**src/rtl/core/tcw_pkg.sv**
```systemverilog
// Shared constants, command codes and helpers of the text console writer.
package tcw_pkg;

	// Default screen geometry and queue depth.
	localparam int unsigned DEF_COLUMNS = 80;
	localparam int unsigned DEF_ROWS    = 25;
	localparam int unsigned QUEUE_DEPTH = 2;

	// Character and attribute constants.
	localparam logic [7:0] NEWLINE_CODE    = 8'd10;
	localparam logic [7:0] BLANK_CODE      = 8'd32;
	localparam logic [7:0] RESET_ATTRIBUTE = 8'h02;

	// Item kinds as they arrive on the input port.
	localparam logic [1:0] KIND_WRITE = 2'd0;
	localparam logic [1:0] KIND_CLEAR = 2'd1;
	localparam logic [1:0] KIND_READ  = 2'd2;

	// Commands passed from the front end to the back end.
	localparam int unsigned OP_W = 3;
	typedef enum logic [OP_W-1:0] {
		OP_NONE    = 3'd0,
		OP_CHAR    = 3'd1,
		OP_NEWLINE = 3'd2,
		OP_CLEAR   = 3'd3,
		OP_READ    = 3'd4
	} op_t;

	// A cell holds the attribute in the high byte and the character in the low byte.
	function automatic logic [15:0] make_cell(input logic [7:0] ch, input logic [7:0] attr);
		return {attr, ch};
	endfunction

endpackage

```
**src/rtl/core/tcw_front.sv**
```systemverilog
// Front end: accepts input words and turns them into back-end commands.
module tcw_front
	import tcw_pkg::*;
#(
	parameter int unsigned ROWS    = DEF_ROWS,
	parameter int unsigned COLUMNS = DEF_COLUMNS,
	localparam int unsigned CELL_COUNT = ROWS * COLUMNS,
	localparam int unsigned IDX_W      = $clog2(CELL_COUNT)
) (
	input  logic             push,
	output logic             full,
	input  logic [1:0]       kind,
	input  logic [7:0]       char_code,
	input  logic [IDX_W-1:0] cell_index,
	input  logic             init_busy,
	input  logic             q_full,
	output logic             q_push,
	output op_t              q_op,
	output logic [7:0]       q_char,
	output logic [IDX_W-1:0] q_index
);

	logic index_ok;

	// Nothing is taken while the store is being cleared after reset.
	assign full    = q_full || init_busy;
	assign q_push  = push && !full;
	assign q_char  = char_code;
	assign q_index = cell_index;

	assign index_ok = ({1'b0, cell_index} < (IDX_W + 1)'(CELL_COUNT));

	// Classify the word. A read outside the store behaves like an unused kind.
	always_comb begin
		unique case (kind)
			KIND_WRITE: q_op = (char_code == NEWLINE_CODE) ? OP_NEWLINE : OP_CHAR;
			KIND_CLEAR: q_op = OP_CLEAR;
			KIND_READ:  q_op = index_ok ? OP_READ : OP_NONE;
			default:    q_op = OP_NONE;
		endcase
	end

endmodule

```
**config.mk**
```make
export PLATFORM = sky130hd
export DESIGN_NAME = tcw_front
export DESIGN_NICKNAME = d
export VERILOG_FILES = /design/src/rtl/core/tcw_pkg.sv /design/src/rtl/core/tcw_front.sv
export SDC_FILE = /design/constraint.sdc
export NUM_CORES = 1
export LEC_CHECK = 0
export ABC_AREA = 1
export ABC_CLOCK_PERIOD_IN_PS = 1300
export BUFFER_PORTS_ARGS = -buffer_cell sky130_fd_sc_hd__buf_2
export CAP_MARGIN = 15
export CORE_AREA = 5 5 42 44
export DETAILED_ROUTE_END_ITERATION = 12
export DIE_AREA = 0 0 47 49
export PLACE_DENSITY = 0.74
export SETUP_SLACK_MARGIN = 0.3
export SYNTH_ARGS = -nofsm -noshare
export SYNTH_HDL_FRONTEND = slang
export SYNTH_SLANG_ARGS = --single-unit
```
**constraint.sdc**
```tcl
create_clock -name vclk -period 1.3
set_clock_uncertainty 0.15 [all_clocks]
set_input_delay 0.065 -clock vclk [all_inputs]
set_output_delay 0.065 -clock vclk [all_outputs]
set_load 0.01 [all_outputs]
```
Yosys cells after proc, flatten, opt, wreduce, memory -nomap -nowiden
Index checks and enable logic that the tools add are counted.
{ "totals": {"regBits": 0, "latch_bits": 0, "mem_bits_rw": 0, "rom_bits": 0, "in_bits": 24, "out_inout_bits": 24, "elab_cells": 11, "memories": 0} }
{ "op_classes": {"n_addsub": 0, "mul": 0, "div": 0, "magnitude_cmp": 1, "eq_ne": 3, "shifts": 0, "muxes": 3, "n_bitwise": 0, "n_reduce_logical": 4} }
{ "ops": {"columns": ["cell", "n"], "rows": [
  ["$lt 11x11->1 const B", 1],
  ["$pmux 3 s3", 1],
  ["$eq 8x4->1 const B", 1],
  ["$mux 3", 1],
  ["$eq 2x1->1 const B", 1],
  ["$eq 2x2->1 const B", 1],
  ["$logic_not 2->1", 1],
  ["$mux 2", 1],
  ["$logic_and 1x1->1", 1],
  ["$logic_not 1->1", 1],
  ["$logic_or 1x1->1", 1]
]} }

Logic depth before layout (Yosys ltp)
{ "depth": {"word_depth": 3, "depth_mapped": 6, "mapped_depth_nobuf": 6} }

Worst setup path after synthesis
OpenSTA, ideal clock, no wires.
{ "synth_timing": {"path_kind": "in2out", "from": "in init_busy", "to": "out q_push", "t_arrival_ns": 0.510, "required_time_ns": 1.085, "setup_slack_ns": 0.575, "path_stages": 2, "path_buffers": 0, "path_cell_list": "or2_1 nor2_1"} }
{ "synth_between": {"elab_chain_len": 3} }
{ "synth_rtl": {"columns": ["item", "line", "source"], "rows": [
  ["start, declared", "tcw_front.sv:15", "input logic init_busy,"],
  ["$logic_or 1x1->1", "tcw_front.sv:26", "assign full = q_full || init_busy;"],
  ["$logic_not 1->1", "tcw_front.sv:27", "assign q_push = push && !full;"],
  ["$logic_and 1x1->1", "tcw_front.sv:27", null],
  ["end, declared", "tcw_front.sv:17", "output logic q_push,"]
]} }
No other way between the ends.

Worst setup path in the final report
{ "layout_timing": {"from": "in char_code[0]", "to": "out q_op[0]"} }
{ "layout_between": {"elab_chain_len": 3} }
{ "layout_rtl": {"columns": ["item", "line", "source"], "rows": [
  ["start, declared", "tcw_front.sv:13", "input logic [7:0] char_code,"],
  ["$eq 8x4->1", "tcw_front.sv:36", "KIND_WRITE: q_op = (char_code == NEWLINE_CODE) ? OP_NEWLINE : OP_CHAR;"],
  ["$mux 2", "tcw_front.sv:36", null],
  ["$pmux 3 s3", "tcw_front.sv:35", "unique case (kind)"],
  ["end, declared", "tcw_front.sv:18", "output op_t q_op,"]
]} }
No other way between the ends.

==> impl_metrics.toml <==
[outcome]
outcome = "completed"

[place]
hpwl_um = 669.5
portBuffers = 40
gp_congestion = 0.6439

[finish]
nClkBuffers = 0
drive_above_1_share_pct = 59.15
seq_cells = 0
regArea_um2 = 0
nNetsFinal = 97
fin_util_pct = 26.96
multiInputGateArea_um2 = 87.58
fillers = 167
area_growth_pct = 46.60
antenna_cells = 0

[worst_setup_path]
critPathLaunchType = "primary input"
cp-end-kind = "output port"
worst-path-stages = 8
crit_chain = "buf_2 > inv_1 > nand2_1 > nor2_1 > nand2_1 > nand2_1 > nand2_1 > buf_2"
crit_slowest_cell = "nor2_1"
crit_buf_inv = 3
cp_max_fo = 2
cp_top_family = "simple AND/OR/NAND/NOR gates"
crit_required_ns = 1.09
critPathMostFrequentCell = "nand2_1"
crit_arrival_ns = 0.69
critPathKind = "primary input to output port"
cp_slowest_stage_delay_ns = 0.15
cp-startpoint = "char_code[0]"

[logic_synthesis]
synth_top_area_cell = "buf_4"
synth_cell_types = 10
syn_inst = 46
yosysMostFrequentCell = "buf_4"
synth_common_cells = "buf_4, nand2_1, inv_1"
synth_seq_area_share_pct = 0
syn_avg_cell_area_um2 = 5.603
synthTopCellsByArea = "buf_4, nand2_1, inv_1"
synth_top_area_share_pct = 55.34
synth_warnings = 0
syn_area_um2 = 257.7
synth_nets = 70

[die]
dieWidth_um = 47
core-area_um2 = 1401
dieHeight_um = 49
boundaryPins = 48
initial_core_util_pct = 18.39
die_area_um2 = 2303
rows = 14

[routing]
wl_met3_um = 126
viasPerCell = 3.609
drtIter0Drc = 4
wl_um = 711
drc = 0
drtPass1Iterations = 2
wl_met1_um = 224
drtAntennaViolNets = 0
via_count = 314
wl_per_cell_um = 8.172
routed.top_layer = "met3"
met2_length_um = 361

[global_route]
grt_first_pass_wirelength_um = 1062
antenna_found_initial = 0
grt.total_usage_pct = 5.544
grt_pass1_vias = 298
grt_max_degree = 4
grt_overflow = 0

[timing]
rsz0062_at_grt = "no"
fmax_mhz = 1107
slew_viol_final = 0
final_hold_viol_count = 0
worst_pin_slew_ns = 0.1904
slew_headroom_pct = 87.17
period_minus_slack_ns = 0.9030
fin_setup_tns_ns = 0
setup_viol = 0
fin_crit_sh_pct = 69.46

[power_and_ir_drop]
power.density_nw_per_um2 = 311.7
ir_drop_uv = 77.69
p_leak_nw = 0.2569
finalPower_w = 0.0001178

[worst_hold_path]
hp-start = "cell_index[4]"
hold_depth = 2
hp-class = "primary input to output port"

[clocking]
postCtsSetupBuffers = 0

[job]
drv_cap = 0
worst paths after layout:
path,endpoint,slack (ns)
worst min-delay path,q_index[4],0.18
worst max-delay path,q_op[0],0.40
metrics by stage:
stage / instance area [um^2] / worst slack, ns / hold WS, ns / cells
6_report: 377.9 / 0.3970 / 0.1773 / 87
4_1_cts: 375.4 / 0.3692 / 0.1787 / 87
5_1_grt: 377.9 / 0.3029 / 0.1874 / 87
3_3_place_gp: 335.3 / 0.3849 / -0.01993 / 83
2_1_floorplan: 257.7 / 0.5746 / 0.06713 / 46
3_5_place_dp: 335.3 / 0.3726 / -0.01993 / 83
routing by layer:
layer,global-route usage (%),up-vias
met4,0,0
li1,-,167
met5,0,-
met1,5.652,121
met3,0.7380,0
met2,11.54,26
cells in the final DEF, fill, tap and decap left out, drive strengths merged:
cell,synthesis,final
nand3,1,1
o21a,1,1
o21ai,1,1
or2,1,1
nand2,9,9
dlygate4sd3,0,4
nor2,5,5
nand4,1,1
inv,8,8
buf,19,40
kinds of logic after synthesis:
| family | share of synthesized area, % |
|---|---|
| buf+inv | 66.99 |
| simple gates | 28.16 |
| compound gates | 4.854 |
cell type report:
class | count | share of cell area [%]
Multi-Input combinational cell | 19 | 23.18
Timing Repair Buffer | 44 | 63.58
Tap cell | 16 | 5.298
Inverter | 8 | 7.947
report_power, final:
part / leakage [nW] / switching, W / internal, W
combinational: 0.257 / 0.0000580 / 0.0000598
sequential: 0 / 0 / 0
clock: 0 / 0 / 0
timing repair:
action,in CTS,in global routing
hold buffers,4,0
resized for setup,0,1
endpoints found under the hold margin,4,0
setup endpoints to repair,0,1
Note: power is estimated with default switching activity, not from simulation.
