<file path="config.mk">
export PLATFORM = sky130hd
export DESIGN_NAME = tcw_queue
export DESIGN_NICKNAME = d
export VERILOG_FILES = /design/src/rtl/core/tcw_pkg.sv /design/src/rtl/core/tcw_queue.sv
export SDC_FILE = /design/constraint.sdc
export NUM_CORES = 1
export LEC_CHECK = 0
export BUFFER_PORTS_ARGS = -buffer_cell sky130_fd_sc_hd__buf_2
export CAP_MARGIN = 5
export CELL_PAD_IN_SITES_DETAIL_PLACEMENT = 1
export CELL_PAD_IN_SITES_GLOBAL_PLACEMENT = 2
export CORE_MARGIN = 2
export CORE_UTILIZATION = 34
export DETAILED_ROUTE_END_ITERATION = 7
export PLACE_DENSITY_LB_ADDON = 0.1
export SLEW_MARGIN = 20
export SYNTH_ARGS = -nofsm -noshare
export SYNTH_HDL_FRONTEND = slang
export SYNTH_SLANG_ARGS = --single-unit
</file>
<file path="constraint.sdc">
create_clock -name clk -period 1.8 [get_ports clk]
set_clock_uncertainty 0.05 [all_clocks]
set_input_delay 0.36 -clock clk [delete_from_list [all_inputs] [get_ports clk]]
set_output_delay 0.36 -clock clk [all_outputs]
set_load 0.02 [all_outputs]
</file>
<file path="src/rtl/core/tcw_pkg.sv">
// Shared constants, command codes and helpers of the text console writer.
package tcw_pkg;

	// Default screen geometry and queue depth.
	localparam int unsigned DEF_COLUMNS = 80;
	localparam int unsigned DEF_ROWS    = 25;
	localparam int unsigned QUEUE_DEPTH = 2;

	// Character and attribute constants.
	localparam logic [7:0] NEWLINE_CODE    = 8'd10;
	localparam logic [7:0] BLANK_CODE      = 8'd32;
	localparam logic [7:0] RESET_ATTRIBUTE = 8'h02;

	// Item kinds as they arrive on the input port.
	localparam logic [1:0] KIND_WRITE = 2'd0;
	localparam logic [1:0] KIND_CLEAR = 2'd1;
	localparam logic [1:0] KIND_READ  = 2'd2;

	// Commands passed from the front end to the back end.
	localparam int unsigned OP_W = 3;
	typedef enum logic [OP_W-1:0] {
		OP_NONE    = 3'd0,
		OP_CHAR    = 3'd1,
		OP_NEWLINE = 3'd2,
		OP_CLEAR   = 3'd3,
		OP_READ    = 3'd4
	} op_t;

	// A cell holds the attribute in the high byte and the character in the low byte.
	function automatic logic [15:0] make_cell(input logic [7:0] ch, input logic [7:0] attr);
		return {attr, ch};
	endfunction

endpackage

</file>
<file path="src/rtl/core/tcw_queue.sv">
// Small register-based first-in first-out queue of words.
module tcw_queue
	import tcw_pkg::*;
#(
	parameter int unsigned WIDTH = 8,
	parameter int unsigned DEPTH = QUEUE_DEPTH
) (
	input  logic             clk,
	input  logic             arst_n,
	input  logic             push,
	input  logic [WIDTH-1:0] wdata,
	output logic             full,
	input  logic             pop,
	output logic [WIDTH-1:0] rdata,
	output logic             empty
);

	localparam int unsigned PTR_W = (DEPTH > 1) ? $clog2(DEPTH) : 1;
	localparam int unsigned CNT_W = $clog2(DEPTH + 1);

	logic [WIDTH-1:0] slots_q [DEPTH];
	logic [PTR_W-1:0] wr_ptr_q;
	logic [PTR_W-1:0] rd_ptr_q;
	logic [CNT_W-1:0] count_q;
	logic             do_push;
	logic             do_pop;

	assign full    = (count_q == CNT_W'(DEPTH));
	assign empty   = (count_q == '0);
	assign do_push = push && !full;
	assign do_pop  = pop && !empty;
	assign rdata   = slots_q[rd_ptr_q];

	// Pointers and fill count.
	always_ff @(posedge clk or negedge arst_n) begin
		if (!arst_n) begin
			wr_ptr_q <= '0;
			rd_ptr_q <= '0;
			count_q  <= '0;
		end else begin
			if (do_push) begin
				wr_ptr_q <= (wr_ptr_q == PTR_W'(DEPTH - 1)) ? '0 : wr_ptr_q + PTR_W'(1);
			end
			if (do_pop) begin
				rd_ptr_q <= (rd_ptr_q == PTR_W'(DEPTH - 1)) ? '0 : rd_ptr_q + PTR_W'(1);
			end
			if (do_push && !do_pop) begin
				count_q <= count_q + CNT_W'(1);
			end else if (do_pop && !do_push) begin
				count_q <= count_q - CNT_W'(1);
			end
		end
	end

	// Word storage.
	always_ff @(posedge clk) begin
		if (do_push) begin
			slots_q[wr_ptr_q] <= wdata;
		end
	end

endmodule

</file>
After elaboration in Yosys (flattened, before gate mapping)
Memories as Yosys holds them, arrays and structs flattened.
Cells that the tools add are included.
{"block": "word_totals", "mem_bits_rw": 16, "n_memories": 1, "input_bits": 12, "latchBits": 0, "rom_bits": 0, "wordCells": 25, "regBits": 4}
{"block": "classes", "div_mod_pow": 0, "reduce_logical": 10, "n_bitwise": 0, "n_eq_ne": 1, "multipliers": 0, "magnitude_cmp": 0, "addsub": 4, "n_mux": 6, "shifts": 0}
{"name": "slots_q", "words": 2, "word_bits": 8, "read_ports": 1, "rd_ports_with_merged_regs": 0, "write_ports": 1, "line_no": "tcw_queue.sv:21", "source": "logic [WIDTH-1:0] slots_q [DEPTH];"}
{"op": "$logic_and A1 B1 Y1", "count": 4}
{"op": "$logic_not A1 Y1", "count": 4}
{"op": "$mux W1", "count": 4}
{"op": "$mux W2", "count": 2}
{"op": "$add A1 B1 Y1 const B", "count": 2}
{"op": "$add A2 B1 Y2 const B", "count": 1}
{"op": "$eq A2 B2 Y1 const B", "count": 1}
{"op": "$logic_not A2 Y1", "count": 1}
{"op": "$reduce_bool A2 Y1", "count": 1}
{"op": "$sub A2 B1 Y2 const B", "count": 1}

Depth between registers and ports, before layout
Gate-level depths: netlist of the first run.
{"block": "logic_depth", "depth_word": 7, "ltp_mapped": 7}

Least setup slack after synthesis of the first run
Ideal clock, no wire load.
{"block": "synth_timing", "kind": "flip-flop to flip-flop", "from": "register count_q[0]", "to": "memory slots_q[0][0] (enable)", "t_required_ps": 1380, "synth_period_minus_slack_ps": 1442, "setup_slack_ps": 358, "setup_time_ps": 370, "stages_incl_launch_ff": 4, "path_buffers": 0, "arrival_time_ps": 1022, "path_cell_list": "dfrtp_1 -> nand2b_1 -> nand2_2 -> nor2_1"}
{"block": "synth_via", "elab_chain_len": 5}
{"item": "start: declaration", "line_no": "tcw_queue.sv:24", "source": "logic [CNT_W-1:0] count_q;"}
{"item": "start signal: assignment", "line_no": "tcw_queue.sv:48", "source": "count_q <= count_q + CNT_W'(1);"}
{"item": "start signal: assignment", "line_no": "tcw_queue.sv:50", "source": "count_q <= count_q - CNT_W'(1);"}
{"item": "$eq A2 B2 Y1", "line_no": "tcw_queue.sv:28", "source": "assign full = (count_q == CNT_W'(DEPTH));"}
{"item": "$logic_not A1 Y1", "line_no": "tcw_queue.sv:30", "source": "assign do_push = push && !full;"}
{"item": "$logic_and A1 B1 Y1", "line_no": "tcw_queue.sv:30"}
{"item": "$mux W1", "line_no": "tcw_queue.sv:57", "source": "if (do_push) begin"}
{"item": "$mux W1 (implied by the code)", "line_no": "tcw_queue.sv:58", "source": "slots_q[wr_ptr_q] <= wdata;"}
{"item": "end: declaration", "line_no": "tcw_queue.sv:21"}
No other way between the ends.

Worst setup path in the final report of the first run
{"block": "layout_timing", "from": "register rd_ptr_q", "to": "output rdata[0]"}
{"block": "layout_via", "elab_chain_len": 1}
{"item": "start: declaration", "line_no": "tcw_queue.sv:23", "source": "logic [PTR_W-1:0] rd_ptr_q;"}
{"item": "start signal: assignment", "line_no": "tcw_queue.sv:45", "source": "rd_ptr_q <= (rd_ptr_q == PTR_W'(DEPTH - 1)) ? '0 : rd_ptr_q + PTR_W'(1);"}
{"item": "$mem_v2 Z2 W8"}
{"item": "end: declaration", "line_no": "tcw_queue.sv:14", "source": "output logic [WIDTH-1:0] rdata,"}
No other way between the ends.

==> flow_metrics.py, run 1 <==
metrics = {
    "floorplanning": {
        "die_h_um": 51.96,
        "fp.coreArea_um2": 2191,
        "initial_core_util_pct": 35.69,
        "ios": 22,
        "die_area_um2": 2700,
        "row_count": 17,
        "die_w_um": 51.96,
    },
    "placed_design": {
        "io_buffers": 21,
        "dp_cells": 94,
        "place_congestion": 0.7022,
        "dp_hpwl_um": 956.1,
    },
    "timing": {
        "whs_ns": 0.1955,
        "fin_crit_ns": 1.719,
        "max_freq_mhz": 581.7,
        "post-route-period-util_pct": 95.51,
        "setup_tns_ns": 0,
        "hold_violations": 0,
        "tightest_slew_ns": 0.3805,
        "setup_viol": 0,
        "maxSlewHeadroom_pct": 74.63,
        "rsz0062_at_grt": "false",
        "final-max-slew-violation-count": 0,
    },
    "route": {
        "drt-initial-drc-count": 0,
        "vias": 441,
        "routed_wl_um": 1211,
        "wl_per_cell_um": 12.11,
        "dr.pass1.iters": 1,
        "viasPerCell": 4.410,
        "ant_nets": 0,
        "drc_errors": 0,
    },
    "hold_path": {
        "holdCritPathClass": "in -> reg",
    },
    "finish": {
        "layout.cells.non_filler": 100,
        "final_nets": 86,
        "nFillCells": 242,
        "syn_to_final_growth_pct": 24.96,
        "drive_above_1_share_pct": 44.44,
        "n_antenna_cell": 0,
    },
    "power": {
        "p_per_area_nw_per_um2": 1586,
        "ir_drop_uv": 777.7,
        "power_w": 0.001549,
        "leakage_nw": 0.4080,
    },
    "clocking": {
        "clock_sinks": 20,
        "worst_skew_pair.late_latency_ns": 0.29,
        "clk_pin_slew_ns": 0.10,
        "clk_path_buf_depth": 2,
        "cts_buffers": 3,
        "cts_tree": "done",
        "cts_root_buf": "clkbuf_4",
        "htree_levels": 1,
    },
    "worst_setup_path": {
        "r2r_cells": 7,
        "endpoint": "rdata[0]",
        "rrSetupSlack_ns": 0.26,
        "worstPathRequired_ns": 1.39,
        "timing.rr.end": "count_q[1]",
        "critical_path_arrival_ns": 1.31,
        "critPathMaxFanout": 9,
        "rr_startpoint": "count_q[0]",
        "crit_path_end_kind": "output pin",
        "cp-startpoint": "rd_ptr_q",
        "crit_type": "reg -> out",
        "cp-start-kind": "flip-flop",
    },
    "global_routing": {
        "grt_pass1_wl_um": 1959,
        "grt_pass1_vias": 438,
        "gr-total-overflow": 0,
        "grt_max_degree": 12,
        "antenna_found_initial": 0,
        "track_usage_pct": 10.51,
    },
    "yosys": {
        "syn_inst": 44,
        "yosys_warnings": 0,
        "yosysSeqAreaShare_pct": 74.24,
        "postSynthAreaPerCell_um2": 17.77,
        "synth_cell_type_count": 15,
        "synth_seq_cells": 20,
        "synthesis.nets": 57,
        "netlist_area_um2": 782.0,
    },
    "run_status": {
        "status": "completed",
    },
    "job": {
        "max_cap_viol_count": 0,
    },
}
cell usage after synthesis:
master / n / area (um^2)
edfxtp_1: 16 / 480.5
mux2_1: 6 / 67.56
dfrtp_1: 4 / 100.1
nor2_1: 3 / 11.26
inv_1: 2 / 7.510
mux2_2: 2 / 22.52
xnor2_1: 2 / 17.52
xor2_1: 2 / 17.52
and3_1: 1 / 6.260
buf_2: 1 / 5.000
ha_1: 1 / 12.51
nand2_2: 1 / 6.260
nand2b_1: 1 / 6.260
o21ai_1: 1 / 5.000
xnor2_2: 1 / 16.27
metrics by stage:
stage | instance area, um^2 | utilization (%) | setup WS (ns)
after floorplan | 782.0 | - | 0.3579
after global placement | 932.1 | 42.55 | 0.2649
after detailed placement | 932.1 | 42.55 | 0.2602
after CTS | 969.7 | 44.26 | 0.03508
after global routing | 977.2 | 44.60 | 0.01328
final | 977.2 | 44.60 | 0.08079
logic make-up (layout without fill, tap and decap cells):
logic type      Yosys count  count (layout)  synth area share [%]
compound gates            1               1                0.6394
xor+xnor                  5               5                 6.561
simple gates              6               6                 3.841
buf+inv                   3              31                 1.600
flops                    20              20                 74.24
fa+ha+maj                 1               1                 1.600
mux                       8               8                 11.52
layer usage:
layer  track usage [%]  wire (um)  vias to the layer above
met1             11.78        492                      208
met5                 0          0                        -
met2             18.35        626                       14
met4             5.263         27                        0
li1                  -          -                      216
met3             2.586         65                        3
worst max-delay path: stages, from the launching register on:
cell and delay (ns):
dfrtp_2 0.50, mux2_1 0.35, buf_2 0.16
where the power goes:
part	internal, W	leakage, nW	switching (W)
logic	0.000273	0.198	0.000322
registers	0.000649	0.194	0.0000990
clock network	0.0000808	0.0154	0.000126
total	0.00100	0.408	0.000547
sequential cells by signal, indices dropped and copies added, names as in the netlist:
register / cells
wr_ptr_q: 1
count_q: 2
slots_q: 16
rd_ptr_q: 1
final cells by class:
| class | instances | area [um^2] | share of cell area [%] |
|---|---|---|---|
| Timing Repair Buffer | 25 | 137.6 | 14.08 |
| Tap cell | 28 | 35.03 | 3.585 |
| Clock buffer | 3 | 22.52 | 2.305 |
| Clock inverter | 1 | 3.754 | 0.3841 |
| Multi-Input combinational cell | 21 | 188.9 | 19.33 |
| Inverter | 2 | 7.507 | 0.7682 |
| Sequential cell | 20 | 581.8 | 59.54 |
cell usage in the layout, fill, tap and decap left out, drive strengths merged:
| master | synthesis | final |
|---|---|---|
| and3 | 1 | 1 |
| edfxtp | 16 | 16 |
| dfrtp | 4 | 4 |
| xor2 | 2 | 2 |
| clkinv | 0 | 1 |
| nand2b | 1 | 1 |
| o21ai | 1 | 1 |
| ha | 1 | 1 |
| xnor2 | 3 | 3 |
| nor2 | 3 | 3 |
| nand2 | 1 | 1 |
| inv | 2 | 2 |
| dlygate4sd3 | 0 | 1 |
| clkbuf | 0 | 3 |
| buf | 1 | 24 |
| mux2 | 8 | 8 |
how the worst min path moves through the flow:
stage | start | end | slack, ns | depth (start not counted)
2_1_floorplan | arst_n | count_q[0] | 0.01 | 0
3_5_place_dp | arst_n | count_q[1] | 0.12 | 1
4_1_cts | wdata[7] | slots_q[1][7] | 0.19 | 1
5_1_grt | wdata[4] | slots_q[1][4] | 0.17 | 1
3_3_place_gp | arst_n | count_q[1] | 0.13 | 1
6_report | wdata[7] | slots_q[1][7] | 0.20 | 1
timing repair:
item | 4_1_cts | 5_1_grt
setup buffers | 0 | 1
hold buffers | 1 | 0
hold endpoints to repair | 4 | 0
gates cloned | 0 | 0
pin swaps | 0 | 0
resized for setup | 1 | 0
endpoints found under the setup margin | 8 | 2
(Power assumes the default switching activity.)
==> run 2, diff against run 1 <==
--- a/config.mk
+++ b/config.mk
@@ -9,10 +9,11 @@
 export CAP_MARGIN = 5
 export CELL_PAD_IN_SITES_DETAIL_PLACEMENT = 1
 export CELL_PAD_IN_SITES_GLOBAL_PLACEMENT = 2
-export CORE_MARGIN = 2
+export CORE_MARGIN = 1
 export CORE_UTILIZATION = 34
 export DETAILED_ROUTE_END_ITERATION = 7
 export PLACE_DENSITY_LB_ADDON = 0.1
+export SETUP_SLACK_MARGIN = 0.2
 export SLEW_MARGIN = 20
 export SYNTH_ARGS = -nofsm -noshare
 export SYNTH_HDL_FRONTEND = slang
==> run 2 against run 1 <==
  * Sequential power shrank 2%
  * Sequential cell count unchanged
  * Global-route usage grew 1.9 points
  * Clock power up 5%
  * Utilization rose by 6.1 points
  * Maximum frequency is 0.24% lower
  * Via count up 3.4%
  * Final area increased by 14%
  * Total power is 22% higher
  * Non-clock buffer count increased by 5
  * Critical path depth up 1
  * Critical endpoint is now rdata[1]
  * Largest cell class unchanged
  * Largest power group is now combinational cells
  * Highest routed layer unchanged
==> flow_metrics.py, run 2 (same netlist as run 1, synthesis figures left out) <==
metrics = {
    "power": {
        "ir_drop_uv": 676.2,
        "p_per_area_nw_per_um2": 1699,
        "leakage_nw": 0.4854,
        "power_w": 0.001888,
    },
    "worst_setup_path": {
        "cp-start-kind": "flip-flop",
        "crit_path_end_kind": "output pin",
        "path_cells": "buf_6 > mux2_4 > buf_6",
        "crit_type": "reg -> out",
        "rrSetupSlack_ns": 0.35,
        "worstPathRequired_ns": 1.39,
        "path_buf_inv": 2,
        "critPathSlowestCell": "dfrtp_2",
        "critPathMaxStageDelay_ns": 0.44,
        "rr_startpoint": "count_q[0]",
        "critPathMaxFanout": 5,
        "cp-startpoint": "rd_ptr_q",
        "crit_path_frequent_cell": "buf_6",
        "critical_path_arrival_ns": 1.31,
        "critPathTopFamily": "flip-flops",
    },
    "finish": {
        "layout_common_cells": "edfxtp_1, buf_2, buf_6",
        "final_common_cell": "edfxtp_1",
        "syn_to_final_growth_pct": 42.08,
        "nFillCells": 217,
        "seqCellArea_um2": 583.1,
        "largest_reg_flops": 16,
        "final_nets": 91,
        "drive_above_1_share_pct": 59.74,
        "multi_input_comb_area_um2": 226.5,
        "top_register": "slots_q",
        "reg_top3": "slots_q (16), count_q (2)",
        "n_antenna_cell": 0,
    },
    "hold_path": {
        "holdCritPathClass": "in -> reg",
        "min-delay-start": "wdata[2]",
    },
    "timing": {
        "max_freq_mhz": 580.3,
        "maxSlewHeadroom_pct": 73.27,
        "final-max-slew-violation-count": 0,
        "setup_viol": 0,
        "hold_violations": 0,
        "rsz0062_at_grt": "true",
        "post-route-period-util_pct": 95.74,
        "fin_crit_ns": 1.723,
        "whs_ns": 0.1908,
        "tightest_slew_ns": 0.4010,
        "setup_tns_ns": 0,
    },
    "floorplanning": {
        "die_w_um": 49.96,
        "fp.coreArea_um2": 2191,
        "ios": 22,
        "row_count": 17,
        "die_h_um": 49.96,
        "initial_core_util_pct": 35.69,
        "die_area_um2": 2496,
    },
    "global_routing": {
        "gr-total-overflow": 0,
        "grt_max_degree": 12,
        "grt_pass1_vias": 466,
        "grt_pass1_wl_um": 2139,
        "track_usage_pct": 12.39,
        "antenna_found_initial": 0,
    },
    "clocking": {
        "worst_skew_pair.late_latency_ns": 0.30,
        "htree_levels": 1,
        "clk_pin_slew_ns": 0.11,
        "clk_path_buf_depth": 2,
        "cts_buffers": 3,
        "cts_tree": "done",
        "clock_sinks": 20,
        "cts_root_buf": "clkbuf_4",
    },
    "route": {
        "vias": 456,
        "routed_wl_um": 1417,
        "ant_nets": 0,
        "dr.pass1.iters": 2,
        "drt-initial-drc-count": 1,
        "viasPerCell": 4.343,
        "drc_errors": 0,
        "wl_per_cell_um": 13.50,
    },
    "placed_design": {
        "io_buffers": 21,
        "dp_hpwl_um": 922.7,
        "place_congestion": 0.6572,
    },
    "job": {
        "max_cap_viol_count": 0,
    },
    "run_status": {
        "status": "completed",
    },
}
## run 2: final timing paths
check | to | depth (start not counted)
max | rdata[1] | 3
min in group asynchronous | wr_ptr_q | 2
max reg2reg | count_q[1] | 6
max in group asynchronous | count_q[0] | 2
min | slots_q[1][2] | 1
min reg2reg | wr_ptr_q | 1
## run 2: area by class of cell
| cell class | instances | share of cell area (%) |
|---|---|---|
| inverter | 2 | 0.6757 |
| multi-input combinational | 21 | 20.38 |
| sequential | 20 | 52.48 |
| tap | 28 | 3.153 |
| timing repair buffer | 30 | 20.95 |
| clock buffer | 4 | 2.365 |
## run 2: power by group
group          internal [W]  leakage, nW  switching, W
sequential         0.000652        0.193     0.0000828
clock             0.0000863       0.0150      0.000131
combinational      0.000518        0.277      0.000418
total               0.00126        0.485      0.000632
## run 2: per-stage QoR
stage	setup WS (ns)	cell area, um^2	instances	utilization (%)
finish	0.07667	1111	105	50.71
global route	0.04155	1111	105	50.71
CTS	0.08371	1066	101	48.66
detailed placement	0.2580	924.6	93	42.20
global placement	0.2524	924.6	93	42.20
floorplan	0.3579	782.0	44	-
## run 2: layer usage
metal / GRT usage [%] / up-vias / part of all wire, %
li1: - / 223 / -
met1: 14.82 / 216 / 47
met2: 20.72 / 15 / 48
met3: 3.086 / 2 / 3.7
met4: 5.714 / 0 / 1.3
met5: 0 / - / 0
## run 2: worst reg2reg max path, cell delays in order, from the launching register on
cell	delay, ns
dfrtp_2	0.44
buf_4	0.15
o21ai_2	0.16
ha_1	0.20
xor2_1	0.15
nor2_1	0.06
xor2_1	0.14
## run 2: timing repair
| item | in CTS | in global routing |
|---|---|---|
| hold buffers | 1 | 0 |
| gates resized for setup | 27 | 3 |
| pin swaps | 0 | 1 |
| setup endpoints to repair | 9 | 10 |
| endpoints found under the hold margin | 4 | 0 |
| setup buffers | 3 | 4 |
